$ cat src/vwc_pkg.sv
`default_nettype none
// ----------------------------------------------------------------------------
// vwc_pkg: shared types and constants of the vertex weld cluster block
// Item structs, controller/datapath command and status groups, and codes.
// ----------------------------------------------------------------------------
package vwc_pkg;

  localparam int MAX_CLUSTERS = 64;
  localparam int IDX_W        = $clog2(MAX_CLUSTERS);
  localparam int CNT_W        = $clog2(MAX_CLUSTERS + 1);
  localparam int SUM_W        = 40;
  localparam int HIT_W        = 16;
  localparam int POS_W        = 24;
  localparam int RAD_W        = 48;
  localparam int DIV_STEPS    = SUM_W;
  localparam int DCNT_W       = $clog2(DIV_STEPS + 1);

  // Configuration register addresses.
  localparam logic [3:0] ADDR_RADIUS = 4'd0;

  // Request codes.
  localparam logic [1:0] REQ_INSERT = 2'd0;
  localparam logic [1:0] REQ_READ   = 2'd1;
  localparam logic [1:0] REQ_CLEAR  = 2'd2;

  // Result status codes.
  localparam logic [2:0] ST_MERGED    = 3'd0;
  localparam logic [2:0] ST_NEW       = 3'd1;
  localparam logic [2:0] ST_FULL      = 3'd2;
  localparam logic [2:0] ST_BAD_INDEX = 3'd3;
  localparam logic [2:0] ST_SATURATED = 3'd4;

  localparam logic [HIT_W-1:0] HIT_MAX = '1;

  typedef struct packed {
    logic [1:0]              req_type;
    logic signed [POS_W-1:0] pos_x;
    logic signed [POS_W-1:0] pos_y;
    logic signed [POS_W-1:0] pos_z;
    logic [5:0]              read_index;
  } in_item_t;

  typedef struct packed {
    logic [2:0]              status;
    logic [5:0]              cluster_index;
    logic signed [POS_W-1:0] avg_x;
    logic signed [POS_W-1:0] avg_y;
    logic signed [POS_W-1:0] avg_z;
    logic [6:0]              cluster_count;
  } out_item_t;

  typedef struct packed {
    logic signed [SUM_W-1:0] sum_x;
    logic signed [SUM_W-1:0] sum_y;
    logic signed [SUM_W-1:0] sum_z;
    logic [HIT_W-1:0]        hits;
  } entry_t;

  typedef enum logic [3:0] {
    S_IDLE, S_DISPATCH, S_SCAN, S_LOAD, S_DIVGO, S_DIV, S_CMP, S_UPD, S_NEW_WR, S_EMIT
  } state_t;

  // What the result register is loaded with.
  typedef enum logic [1:0] {
    RES_CENT,   // current index and divider quotients
    RES_VERT,   // current index and the vertex itself
    RES_ZERO,   // index zero and zero position
    RES_BADRD   // requested read index and zero position
  } res_sel_t;

  typedef struct packed {
    logic       cap_in;
    logic       idx_clr;
    logic       idx_inc;
    logic       idx_load_read;
    logic       mem_rd;
    logic       mem_wr;
    logic       load_work_rd;
    logic       load_work_add;
    logic       load_work_new;
    logic       div_start;
    logic       sq_en;
    logic       used_inc;
    logic       used_clr;
    logic       res_load;
    res_sel_t   res_sel;
    logic [2:0] res_status;
  } cmd_t;

  typedef struct packed {
    logic [1:0] req_type;
    logic       div_done;
    logic       match;
    logic       hit_sat;
    logic       scan_end;
    logic       full;
    logic       read_bad;
    logic       out_busy;
  } stat_t;

endpackage
`default_nettype wire

$ cat src/vwc_ctrl.sv
`default_nettype none
// ----------------------------------------------------------------------------
// vwc_ctrl: sequencer of the vertex weld cluster block
// Walks the cluster table for inserts, runs reads and clears, and loads
// the result register.
// ----------------------------------------------------------------------------
module vwc_ctrl (
  input  wire logic            clk,
  input  wire logic            rst,
  input  wire logic            in_valid,
  output logic                 in_ready,
  input  wire vwc_pkg::stat_t  stat,
  output vwc_pkg::cmd_t        cmd
);

  vwc_pkg::state_t   state, state_next;
  logic              final_div, final_div_next;
  vwc_pkg::res_sel_t pend_sel, pend_sel_next;
  logic [2:0]        pend_status, pend_status_next;

  // State and pending-result registers.
  always_ff @(posedge clk) begin
    if (rst) begin
      state       <= vwc_pkg::S_IDLE;
      final_div   <= 1'b0;
      pend_sel    <= vwc_pkg::RES_ZERO;
      pend_status <= vwc_pkg::ST_MERGED;
    end else begin
      state       <= state_next;
      final_div   <= final_div_next;
      pend_sel    <= pend_sel_next;
      pend_status <= pend_status_next;
    end
  end

  // Next state and commands.
  always_comb begin
    state_next       = state;
    final_div_next   = final_div;
    pend_sel_next    = pend_sel;
    pend_status_next = pend_status;
    cmd              = '0;
    cmd.res_sel      = pend_sel;
    cmd.res_status   = pend_status;
    in_ready         = 1'b0;

    unique case (state)
      vwc_pkg::S_IDLE: begin
        in_ready = 1'b1;
        if (in_valid) begin
          cmd.cap_in = 1'b1;
          state_next = vwc_pkg::S_DISPATCH;
        end
      end
      vwc_pkg::S_DISPATCH: begin
        priority if (stat.req_type == vwc_pkg::REQ_INSERT) begin
          cmd.idx_clr    = 1'b1;
          final_div_next = 1'b0;
          state_next     = vwc_pkg::S_SCAN;
        end else if (stat.req_type == vwc_pkg::REQ_READ) begin
          if (stat.read_bad) begin
            pend_sel_next    = vwc_pkg::RES_BADRD;
            pend_status_next = vwc_pkg::ST_BAD_INDEX;
            state_next       = vwc_pkg::S_EMIT;
          end else begin
            cmd.idx_load_read = 1'b1;
            final_div_next    = 1'b1;
            state_next        = vwc_pkg::S_SCAN;
          end
        end else if (stat.req_type == vwc_pkg::REQ_CLEAR) begin
          cmd.used_clr     = 1'b1;
          pend_sel_next    = vwc_pkg::RES_ZERO;
          pend_status_next = vwc_pkg::ST_MERGED;
          state_next       = vwc_pkg::S_EMIT;
        end else begin
          pend_sel_next    = vwc_pkg::RES_ZERO;
          pend_status_next = vwc_pkg::ST_BAD_INDEX;
          state_next       = vwc_pkg::S_EMIT;
        end
      end
      vwc_pkg::S_SCAN: begin
        // A read goes straight to its entry; an insert stops at the fill count.
        if (stat.scan_end && !final_div) begin
          if (stat.full) begin
            pend_sel_next    = vwc_pkg::RES_ZERO;
            pend_status_next = vwc_pkg::ST_FULL;
            state_next       = vwc_pkg::S_EMIT;
          end else begin
            cmd.load_work_new = 1'b1;
            state_next        = vwc_pkg::S_NEW_WR;
          end
        end else begin
          cmd.mem_rd = 1'b1;
          state_next = vwc_pkg::S_LOAD;
        end
      end
      vwc_pkg::S_LOAD: begin
        cmd.load_work_rd = 1'b1;
        state_next       = vwc_pkg::S_DIVGO;
      end
      vwc_pkg::S_DIVGO: begin
        cmd.div_start = 1'b1;
        state_next    = vwc_pkg::S_DIV;
      end
      vwc_pkg::S_DIV: begin
        if (stat.div_done) begin
          if (final_div) begin
            pend_sel_next    = vwc_pkg::RES_CENT;
            pend_status_next = vwc_pkg::ST_MERGED;
            state_next       = vwc_pkg::S_EMIT;
          end else begin
            cmd.sq_en  = 1'b1;
            state_next = vwc_pkg::S_CMP;
          end
        end
      end
      vwc_pkg::S_CMP: begin
        if (stat.match) begin
          if (stat.hit_sat) begin
            pend_sel_next    = vwc_pkg::RES_CENT;
            pend_status_next = vwc_pkg::ST_SATURATED;
            state_next       = vwc_pkg::S_EMIT;
          end else begin
            cmd.load_work_add = 1'b1;
            state_next        = vwc_pkg::S_UPD;
          end
        end else begin
          cmd.idx_inc = 1'b1;
          state_next  = vwc_pkg::S_SCAN;
        end
      end
      vwc_pkg::S_UPD: begin
        // Store the merged entry and recompute its centroid.
        cmd.mem_wr     = 1'b1;
        cmd.div_start  = 1'b1;
        final_div_next = 1'b1;
        state_next     = vwc_pkg::S_DIV;
      end
      vwc_pkg::S_NEW_WR: begin
        cmd.mem_wr       = 1'b1;
        cmd.used_inc     = 1'b1;
        pend_sel_next    = vwc_pkg::RES_VERT;
        pend_status_next = vwc_pkg::ST_NEW;
        state_next       = vwc_pkg::S_EMIT;
      end
      vwc_pkg::S_EMIT: begin
        if (!stat.out_busy) begin
          cmd.res_load = 1'b1;
          state_next   = vwc_pkg::S_IDLE;
        end
      end
      default: begin
        state_next = vwc_pkg::S_IDLE;
      end
    endcase
  end

endmodule
`default_nettype wire

$ cat config.mk
export PLATFORM = sky130hd
export DESIGN_NAME = vwc_ctrl
export DESIGN_NICKNAME = d
export VERILOG_FILES = /design/src/vwc_pkg.sv /design/src/vwc_ctrl.sv
export SDC_FILE = /design/constraint.sdc
export NUM_CORES = 1
export LEC_CHECK = 0
export BUFFER_PORTS_ARGS = -buffer_cell sky130_fd_sc_hd__buf_2
export CELL_PAD_IN_SITES_DETAIL_PLACEMENT = 1
export CELL_PAD_IN_SITES_GLOBAL_PLACEMENT = 1
export CORE_ASPECT_RATIO = 0.9
export CORE_MARGIN = 2
export CORE_UTILIZATION = 31
export CTS_BUF_LIST = sky130_fd_sc_hd__clkbuf_4
export DETAILED_ROUTE_END_ITERATION = 6
export MAX_ROUTING_LAYER = met4
export PLACE_DENSITY = 0.86
export SYNTH_ARGS = -nofsm -noshare
export SYNTH_HDL_FRONTEND = slang
export SYNTH_SLANG_ARGS = --single-unit
$ cat constraint.sdc
create_clock -name clk -period 1.76 [get_ports clk]
set_clock_uncertainty 0.2 [all_clocks]
set_input_delay 0 -clock clk [delete_from_list [all_inputs] [get_ports clk]]
set_output_delay 0 -clock clk [all_outputs]
set_load 0.05 [all_outputs]
Word level (Yosys, flattened, before mapping)

Index checks and enable logic that the tools add are counted.

Equality and inequality tests: 23
Mux-type cells: 69
Reductions and logical operators: 11

Operators by type and width:

| cell               | count |
|---|---|
| $mux 4             | 10 |
| $mux 1             | 36 |
| $pmux 4 s9         | 1 |
| $mux 3             | 9 |
| $mux 2             | 10 |
| $ne 2x2->1 const B | 9 |
| $eq 4x3->1 const B | 4 |
| $pmux 3 s5         | 1 |
| $pmux 2 s5         | 1 |
| $ne 3x3->1 const B | 3 |
| $reduce_and 9->1   | 1 |
| $eq 4x2->1 const B | 2 |
| $eq 4x4->1 const B | 2 |
| $reduce_and 3->1   | 2 |
| $reduce_bool 5->1  | 1 |
| $eq 4x1->1 const B | 1 |
| $logic_not 4->1    | 1 |
| $reduce_or 2->1    | 2 |
| $eq 2x1->1 const B | 1 |
| $eq 2x2->1 const B | 1 |
| $logic_not 2->1    | 1 |
| $pmux 1 s2         | 1 |
| $reduce_bool 2->1  | 1 |
| $logic_and 1x1->1  | 1 |
| $logic_not 1->1    | 1 |

Flip-flop bits (word level): 10
Bits of input ports: 12
Logic and storage cells: 107

Longest topological paths before layout

Gate-level depths: netlist of the first run.

Depth in word-level cells: 5
Depth in mapped cells: 7

Least setup slack after synthesis of the first run

Ideal clock, no wire load.

Path kind: register -> register
Start point: reg state[2]
End point: reg final_div
Setup time: 0.181 ns
Data arrival time: 2.042 ns
Slack: -0.663 ns
Cell stages (with the launch flop): 7
Buffers on the path: 2
Period minus slack after synthesis: 2.423 ns
Path through: dfxtp_1 buf_2 buf_2 nor2_1 nand2_1 nor3_1 nor3_1

Cells in the longest elaborated chain, start to end: 3

Ends and longest elaborated chain:

| what                                                             | line           | source |
|---|---|---|
| from (decl)                                                      | vwc_ctrl.sv:16 | `vwc_pkg::state_t state, state_next;` |
| from (signal assigned)                                           | vwc_ctrl.sv:24 | `state <= vwc_pkg::S_IDLE;` |
| from (signal assigned)                                           | vwc_ctrl.sv:29 | `state <= state_next;` |
| $eq 4x1->1 or $eq 4x3->1 (tied branches)                         | vwc_ctrl.sv:47 | `unique case (state)` |
| $ne 3x3->1 (no source line) or $reduce_bool 2->1 (tied branches) | --             |  |
| $reduce_and 3->1 (no source line)                                | --             |  |
| to (signal assigned)                                             | vwc_ctrl.sv:30 | `final_div <= final_div_next;` |
| to (decl)                                                        | vwc_ctrl.sv:17 | `logic final_div, final_div_next;` |

Several ways; a longest one is shown, not always the timed one.
A chain may end at the register's enable or synchronous reset.

Final worst setup path of the first run

Start point: reg state[2]
End point: reg pend_status[1]

Cells in the longest elaborated chain, start to end: 3

Ends and longest elaborated chain:

| what                                                      | line           | source |
|---|---|---|
| $eq 4x1->1, or another cell as far along                  | vwc_ctrl.sv:47 |  |
| $ne 3x3->1 (no source line), or another cell as far along | --             |  |
| $reduce_and 9->1 (no source line)                         | --             |  |
| to (signal assigned)                                      | vwc_ctrl.sv:27 | `pend_status <= vwc_pkg::ST_MERGED;` |
| to (signal assigned)                                      | vwc_ctrl.sv:32 | `pend_status <= pend_status_next;` |
| to (decl)                                                 | vwc_ctrl.sv:19 | `logic [2:0] pend_status, pend_status_next;` |

Several ways; a longest one is shown, not always the timed one.

==> results of run 1 <==
-- per-stage QoR --
step                      setup slack [ps]  util, %  power [W]  setup TNS (ps)
after floorplan                       -220        -    0.00163            -220
after global placement                -126     47.5    0.00216            -674
after detailed placement              -232     47.5    0.00224           -1550
after CTS                            -32.6     55.9    0.00269            -138
after global routing                 -86.2     60.0    0.00308            -614
final                                -50.4     60.0    0.00293            -241
-- flip-flops by register name, indices dropped and copies added (netlist names) --
| signal | flops |
|---|---|
| state | 4 |
| pend_status | 3 |
| final_div | 1 |
| pend_sel | 2 |
-- cell type report --
cell class              instances  area (sq um)  share of cell area [%]
clock buffers                   3          22.5                    1.39
clock inverters                 1          3.75                   0.231
inverters                       7          26.3                    1.62
multi-input cells              98           830                    51.2
flip-flops and latches         10           214                    13.2
well taps                      30          37.5                    2.31
repair buffers                 63           488                    30.1
-- worst min-delay path by stage --
stage / slack [ps] / from / to
after floorplan: -140 / stat[2] / cmd[10]
after global placement: 70 / stat[0] / state[3]
after detailed placement: 110 / rst / state[3]
after CTS: 3 / stat[4] / pend_status[2]
after global routing: 40 / stat[4] / pend_status[2]
final: 40 / stat[4] / pend_status[2]
-- synth_stat cells (all sizes together) (2+ instances only) --
cell    instances  area (sq um)
o311a           3          30.0
a21oi           7          35.0
o21bai          3          22.5
nor4            2          12.5
nand2b          7          51.3
nor2b           3          18.8
inv             7          26.3
nor3b           3          22.5
nor3            8          40.0
o21ai          11          55.1
buf             8          50.0
nor2           14          52.6
or3             2          12.5
nand2           8          30.0
dfxtp          10           200
-- layout by cell type (no fill, tap or decap), drive strengths merged, types with 4 or more instances in the layout --
master / instances
buf: 59
nor2: 14
o21ai: 11
dfxtp: 10
nand2: 8
nor3: 8
a21oi: 7
inv: 7
nand2b: 7
dlygate4sd3: 4
-- critical path, stage by stage, from the launching register on --
cell	delay (ps)
dfxtp_2	380
buf_4	210
o32ai_4	120
a221o_1	410
o311a_1	380
-- cell families after synthesis --
family	count (synthesis)	synth area share (%)
AND/OR/NAND/NOR	56	35.4
AO/OA/AOI/OAI	41	32.3
buffers and inverters	16	9.22
flip-flops	10	23.1
-- power by group through the flow --
stage / combinational (W) / sequential (W) / clock (W)
after floorplan: 0.00118 / 0.000451 / 0
after global placement: 0.00180 / 0.000356 / 0
after detailed placement: 0.00188 / 0.000363 / 0
after CTS: 0.00215 / 0.000367 / 0.000170
after global routing: 0.00251 / 0.000392 / 0.000182
final: 0.00237 / 0.000387 / 0.000169
-- layer usage --
| layer | GRT usage (%) | part of all wire, % |
|---|---|---|
| met3 | 5.44 | 4.4 |
| met2 | 51.4 | 54 |
| met1 | 30.4 | 41 |
| met5 | - | 0 |
| met4 | 1.48 | 1.3 |
-- what timing repair did --
| action | 4_1_cts | 5_1_grt |
|---|---|---|
| setup endpoints to repair | 19 | 20 |
| resized for setup | 40 | 28 |
| endpoints found under the hold margin | 8 | 0 |
| gates cloned | 1 | 0 |
| buffers inserted | 1 | 1 |
| pin swaps | 5 | 12 |
| hold buffers | 4 | 0 |
==> run metrics, run 1 <==
Die H=54.2 um; WP data required=1710 ps; Logic pwr share=81.0%; Seq/Total Area, Yosys=23.1%; Final Hold Fails=0; maximum buffer depth of the clock tree=2; RD Place Congestion=0.846; Port Buffer Count=31; Max-Cap Viols=0; Max-Slew Margin vs Limit=77.8%; Post-DP Area=0.00128 sq mm; Warnings, synthesis=0; switching share of power=52.6%; Internal=0.00139 W; Synth Instances=123; root buf cell=clkbuf_4; CTS H-tree lvls=1; grt ovf=0; Routed WL=4.26 mm; worst skew pair latency=270 ps; first drt pass iteration count=4; Worst setup EP type=register; Avg WL per Cell=20.1 um; end of the critical path=pend_status[1]; Clk pin slew, worst setup/hold paths=80 ps; status=finished with violations; Pleak=0.694 nW; vias in the first global route=1254; Final ANT Viol Nets=0; hold_ws=37.1 ps; IO Pins=32; vias=1231; HPWL Detailed=2.83 mm; Setup violations, final=8; Switch Pwr=0.00154 W; Syn-to-layout area delta=86.7%; proportion of layout cells with a drive suffix above 1=58.8%; largest net degree at the start of global routing=13; clock sinks=10; full die area=0.00324 sq mm; Synthesized Nets=135; first-pass GRT wire length=6.22 mm; Synth cell types=47; RSZ-0062 raised after global routing=true; crit path from=state[2]; Reg-to-Reg End=pend_status[1]; arrival time worst endpoint=1760 ps; worst reg2reg setup slack=-50 ps; Main synth FF type=dfxtp_1; Hold Path Depth=4; Post-Syn Area=868 sq um; Mean Syn Cell Area=7.06 sq um; R2R depth=4; peak fanout along the critical path=8; CORE AREA=0.00270 sq mm; CTS tree=built; Vias per Instance=5.81; period utilization=103%; Setup CP Type=reg2reg; gr usage total=26.9%; Starting Density=32.1%; # fillers=333; Power Density=1810 mW/mm^2; Num CTS Buffers=3; # diodes=0; CP Launch Type=register; iteration-0 DRC count of the detailed router=43; drt drc=0; clock power share=5.8%; worst setup margin=-50.4 ps; row count=18; Die W=59.8 um; Synth Register Bits=10; fmax=552 MHz; Tmin final=1810 ps; placed cells=201; slew at the pin closest to its max-slew limit=332 ps; worst vdd ir=0.822 mV; failing checks=negative setup slack; sequential power share=13.2%; nets@finish=195; Final Cell Area=0.00162 sq mm; initial antenna violation count=0; Non-Filler Instances=212; post-synthesis async set-or-reset flop share=0%; Max Slew Vio Count=0; Post-synth EDFFs=0; worst hold path class=in2reg; worst flop-to-flop path startpoint=state[2]
(Power assumes the default switching activity.)
==> inputs of run 2 (changes only) <==
CTS_BUF_LIST = sky130_fd_sc_hd__clkbuf_8   (was sky130_fd_sc_hd__clkbuf_4)
==> run metrics, run 2 (same netlist as run 1, synthesis figures left out) <==
status=finished with violations; failing checks=negative setup slack; CTS H-tree lvls=1 (unchanged); most frequent cells in the layout=24 x buf_4, 23 x buf_2, 12 x buf_6; maximum buffer depth of the clock tree=2 (unchanged); Final Cell Area=0.00161 sq mm (-0.46%); WP data required=1690 ps (-20 ps); Core Util, Final=59.7% (-0.28 points); Tmin final=1800 ps (-9.94 ps); full die area=0.00324 sq mm (unchanged); Regs by FF count=state: 4 flops, pend_status: 3 flops, pend_sel: 2 flops; Die W=59.8 um (unchanged); HPWL Detailed=2.83 mm (unchanged); Avg WL per Cell=18.5 um (-7.8%); Non-Filler Instances=212 (unchanged); Sequential Area=211 sq um (-1.2%); placed cells=201 (unchanged); row count=18 (unchanged); Power Density=1840 mW/mm^2 (+1.8%); proportion of layout cells with a drive suffix above 1=58.2% (-0.55 points); RD Place Congestion=0.846 (unchanged); # fillers=325 (-2.4%); Final ANT Viol Nets=0 (unchanged); Routed WL=3.93 mm (-7.8%); grt ovf=0 (unchanged); Post-DP Area=0.00128 sq mm (unchanged); IO Pins=32 (unchanged); first drt pass iteration count=4 (unchanged); Final Hold Fails=0 (unchanged); worst hold path class=in2reg; Clk pin slew, worst setup/hold paths=50 ps (-30 ps); crit path from=state[1]; root buf cell=clkbuf_8; Max Slew Vio Count=0 (unchanged); vias=1223 (-0.65%); slew at the pin closest to its max-slew limit=400 ps (+67.5 ps); Num CTS Buffers=3 (unchanged); largest net degree at the start of global routing=13 (unchanged); area of the multi-input gates=816 sq um (-1.7%); worst flop-to-flop path startpoint=state[1]; drt drc=0 (unchanged); max reg flops=4 (unchanged); peak fanout along the critical path=7 (-1); Starting Density=32.1% (unchanged); # diodes=0 (unchanged); CTS tree=built; nets@finish=195 (unchanged); Die H=54.2 um (unchanged); Setup violations, final=8 (unchanged); iteration-0 DRC count of the detailed router=52 (+21%); Port Buffer Count=31 (unchanged); vias in the first global route=1254 (unchanged); largest reg by FF count=state; Setup CP Type=reg2reg; fmax=555 MHz (+0.55%); Pleak=0.703 nW (+1.2%); gr usage total=26.9% (-0.089 points); CORE AREA=0.00270 sq mm (unchanged); hold_ws=31.3 ps (-5.78 ps); first-pass GRT wire length=6.15 mm (-1.1%); Overall Power=0.00297 W (+1.3%); worst skew pair latency=240 ps (-30 ps); arrival time worst endpoint=1730 ps (-30 ps); Worst setup EP type=register; Vias per Instance=5.77 (-0.65%); worst vdd ir=0.799 mV (-2.8%); RSZ-0062 raised after global routing=true; Max-Cap Viols=0 (unchanged); Hold Crit Start=stat[7]; CP Launch Type=register; period utilization=102% (-0.56 points); clock sinks=10 (unchanged); Syn-to-layout area delta=85.9%; commonest non-fill, non-tap cell in the layout=buf_4; Max-Slew Margin vs Limit=73.0% (-4.9 points); worst setup margin=-40.4 ps (+9.94 ps); initial antenna violation count=0 (unchanged)
run 2: cell count changes in the layout (fill, tap and decap cells not counted), sizes merged:
cell	before	now
clkbuf	3	5
clkinv	1	0
dlygate4sd3	4	3
run 2: final cells by class:
cell class,count,area share (%)
Sequential cell,10,13.1
Inverter,7,1.63
Tap cell,30,2.33
Multi-Input combinational cell,98,50.5
Timing Repair Buffer,63,29.0
Clock buffer,4,3.41
run 2: timing repair:
action / 4_1_cts / 5_1_grt
resized for setup: 41 / 17
setup buffers: 2 / 1
hold buffers: 3 / 0
setup endpoints to repair: 19 / 19
hold endpoints to repair: 6 / 0
cloned: 1 / 0
pin swaps: 13 / 6
run 2: final timing paths:
path	end	slack, ps	cells after the start
setup / recovery	state[3]	-40	7
hold / removal	final_div	30	3
setup reg to reg	state[3]	-40	7
hold reg to reg	pend_status[2]	290	2
run 2: where the power goes:
| group | internal [W] | total [W] | leakage [nW] | switching (W) |
|---|---|---|---|---|
| Sequential | 0.000310 | 0.000377 | 0.0847 | 0.0000678 |
| Clock | 0.000197 | 0.000294 | 0.0288 | 0.0000967 |
| Combinational | 0.000953 | 0.00229 | 0.589 | 0.00134 |
| Total | 0.00146 | 0.00297 | 0.703 | 0.00151 |
run 2: stage by stage:
step           setup TNS [ps]  setup slack, ps
2_1_floorplan            -220             -220
3_3_place_gp             -674             -126
3_5_place_dp            -1550             -232
4_1_cts                 -89.2            -32.9
5_1_grt                  -699             -102
6_report                 -187            -40.4
run 2: per-layer routing:
metal | share of wire [%] | track usage [%]
met1 | 42 | 30.2
met2 | 54 | 49.8
met3 | 3.5 | 5.20
met4 | 0.69 | 5.19
met5 | 0 | -
run 2: worst max-delay path, cell delays in order (launching register included):
cell	delay, ps
dfxtp_4	360
buf_4	170
nor3_1	280
nand2_1	90
o211ai_1	200
buf_4	180
a2bb2oi_1	150
nor2_1	50
==> inputs of run 3 (changes only) <==
CORE_UTILIZATION = 35   (was 31)
PLACE_DENSITY = 0.91   (was 0.86)
clock period = 2 ns   (was 1.76 ns; I/O delays follow)
==> run metrics, run 3 (same netlist as run 1, synthesis figures left out) <==
status=completed; maximum buffer depth of the clock tree=2 (unchanged); Power Density=1660 mW/mm^2 (-9.8%); first drt pass iteration count=4 (unchanged); Reg-to-Reg End=state[0]; fmax=525 MHz (-5.5%); row count=17 (-1); Final ANT Viol Nets=0 (unchanged); commonest non-fill, non-tap cell in the layout=buf_2; # fillers=315 (-3.1%); RD Place Congestion=0.949 (+12%); arrival time worst endpoint=1850 ps (+120 ps); worst vdd ir=1.06 mV (+32%); vias in the first global route=1231 (-1.8%); Regs by FF count=state: 4 flops, pend_status: 3 flops, pend_sel: 2 flops; root buf cell=clkbuf_8; Syn-to-layout area delta=46.1%; Hold Crit Start=stat[2]; first-pass GRT wire length=5.73 mm (-6.8%); worst flop-to-flop path startpoint=state[3]; RSZ-0062 raised after global routing=true; worst skew pair latency=250 ps (about the same); full die area=0.00290 sq mm (-11%); Non-Filler Instances=195 (-8.0%); worst setup margin=95.7 ps (+136 ps); # diodes=0 (unchanged); CTS tree=built; Num CTS Buffers=3 (unchanged); Hold Path Depth=3 (unchanged); hold_ws=21.8 ps (-9.54 ps); R2R depth=6 (-1); Setup TNS=0 ps (+187 ps); largest reg by FF count=state; Critical Path, Cell by Cell=buf_4 -> and3b_1 -> o21ai_1 -> o211ai_1 -> nand4b_1 -> a21oi_1; Setup Buffers After CTS=0 (-2); Crit path largest cell delay=370 ps (about the same); Tmin final=1900 ps (+104 ps); Pleak=0.561 nW (-20%); Starting Density=36.1% (+4.0 points); proportion of layout cells with a drive suffix above 1=35.9% (-22 points); peak fanout along the critical path=8 (+1); Die W=56.5 um (-5.5%); Top Family by Delay on Critical Path=compound AO/OA/AOI/OAI gates; most frequent cells in the layout=29 x buf_2, 14 x nor2_1, 12 x buf_4; Avg WL per Cell=18.5 um (-0.23%); pre-CTS setup slack=32.8 ps (+265 ps); Die H=51.3 um (-5.5%); slew at the pin closest to its max-slew limit=452 ps (+52.1 ps); Hold EP=pend_sel[1]; Vias per Instance=6.12 (+6.1%); nets@finish=180 (-7.7%); Final Hold Fails=0 (unchanged); CP Launch Type=register; initial antenna violation count=0 (unchanged); Routed WL=3.60 mm (-8.2%); Setup CP Type=reg2reg; buffers and inverters on the worst path=1 (-1); Clk pin slew, worst setup/hold paths=60 ps (about the same); Setup violations, final=0 (-8); Overall Power=0.00210 W (-29%); drt drc=0 (unchanged); Port Buffer Count=31 (unchanged); worst hold path class=in2reg; period utilization=95.2% (-7.1 points); CORE AREA=0.00240 sq mm (-11%); worst reg2reg setup slack=100 ps (+140 ps); WP data required=1950 ps (+260 ps); Max-Slew Margin vs Limit=69.7% (-3.2 points); iteration-0 DRC count of the detailed router=39 (-25%); placed cells=185 (-8.0%); Max-Cap Viols=0 (unchanged); HPWL Detailed=2.61 mm (-7.7%); Worst setup EP type=register; critical path's slowest cell=dfxtp_2; max reg flops=4 (unchanged); gr usage total=26.5% (-0.38 points); Max Slew Vio Count=0 (unchanged); CTS H-tree lvls=1 (unchanged); IO Pins=32 (unchanged); vias=1193 (-2.5%); grt ovf=0 (unchanged); clock sinks=10 (unchanged); largest net degree at the start of global routing=15 (+2)
-- run 3: cell count changes in the layout (fill, tap and decap cells not counted), moves of 3 or more --
cell | previous run | this run
nor2_1 | 8 | 14
buf_4 | 24 | 12
buf_6 | 12 | 1
buf_2 | 23 | 29
nor2_2 | 5 | 0
o21ai_0 | 4 | 8
dfxtp_1 | 5 | 8
-- run 3: tightest hold or removal path, delay by kind of cell --
family	cells	cell delay, ps
compound gates	2	310
buf+inv	1	120
-- run 3: layer usage --
layer  vias to the layer above  GRT usage, %  wire [um]  part of all wire (%)
li1                        547             -          -                     -
met1                       576          29.8       1410                    39
met2                        58          46.3       1850                    51
met3                        12          6.84        271                   7.5
met4                         0          7.94         62                   1.7
met5                         -             -          0                     0
-- run 3: what timing repair did --
| item | 4_1_cts | 5_1_grt |
|---|---|---|
| endpoints found under the setup margin | 4 | 13 |
| gates resized for setup | 2 | 10 |
| pin swaps | 0 | 1 |
| cloned | 0 | 1 |
| hold buffers | 5 | 0 |
| endpoints found under the hold margin | 7 | 0 |
-- run 3: how the worst max path moves through the flow --
stage	start	to	slack [ps]	cells past startpoint
4_1_cts	state[2]	pend_status[0]	40	5
5_1_grt	state[3]	state[2]	-30	6
3_5_place_dp	state[2]	pend_status[0]	30	5
3_3_place_gp	state[3]	pend_sel[0]	120	5
2_1_floorplan	state[2]	final_div	20	6
6_report	state[3]	state[0]	100	6
-- run 3: where the power goes --
part / total (W) / internal [W] / leakage (nW) / switching [W]
clock network: 0.000272 / 0.000174 / 0.0288 / 0.0000977
registers: 0.000348 / 0.000265 / 0.0829 / 0.0000838
logic: 0.00148 / 0.000521 / 0.449 / 0.000962
total: 0.00210 / 0.000960 / 0.561 / 0.00114
-- run 3: metrics by stage --
step           area (sq um)  util [%]
2_1_floorplan           895         -
3_3_place_gp           1120      46.6
3_5_place_dp           1120      46.6
4_1_cts                1230      51.2
5_1_grt                1270      52.8
6_report               1270      52.8
-- run 3: cell type report --
| type | count | area (sq um) | share of cell area [%] |
|---|---|---|---|
| multi-input cells | 98 | 646 | 50.9 |
| repair buffers | 48 | 304 | 24.0 |
| flip-flops and latches | 10 | 203 | 16.0 |
| clock buffers | 4 | 55.1 | 4.34 |
| well taps | 28 | 35.0 | 2.76 |
| inverters | 7 | 26.3 | 2.07 |
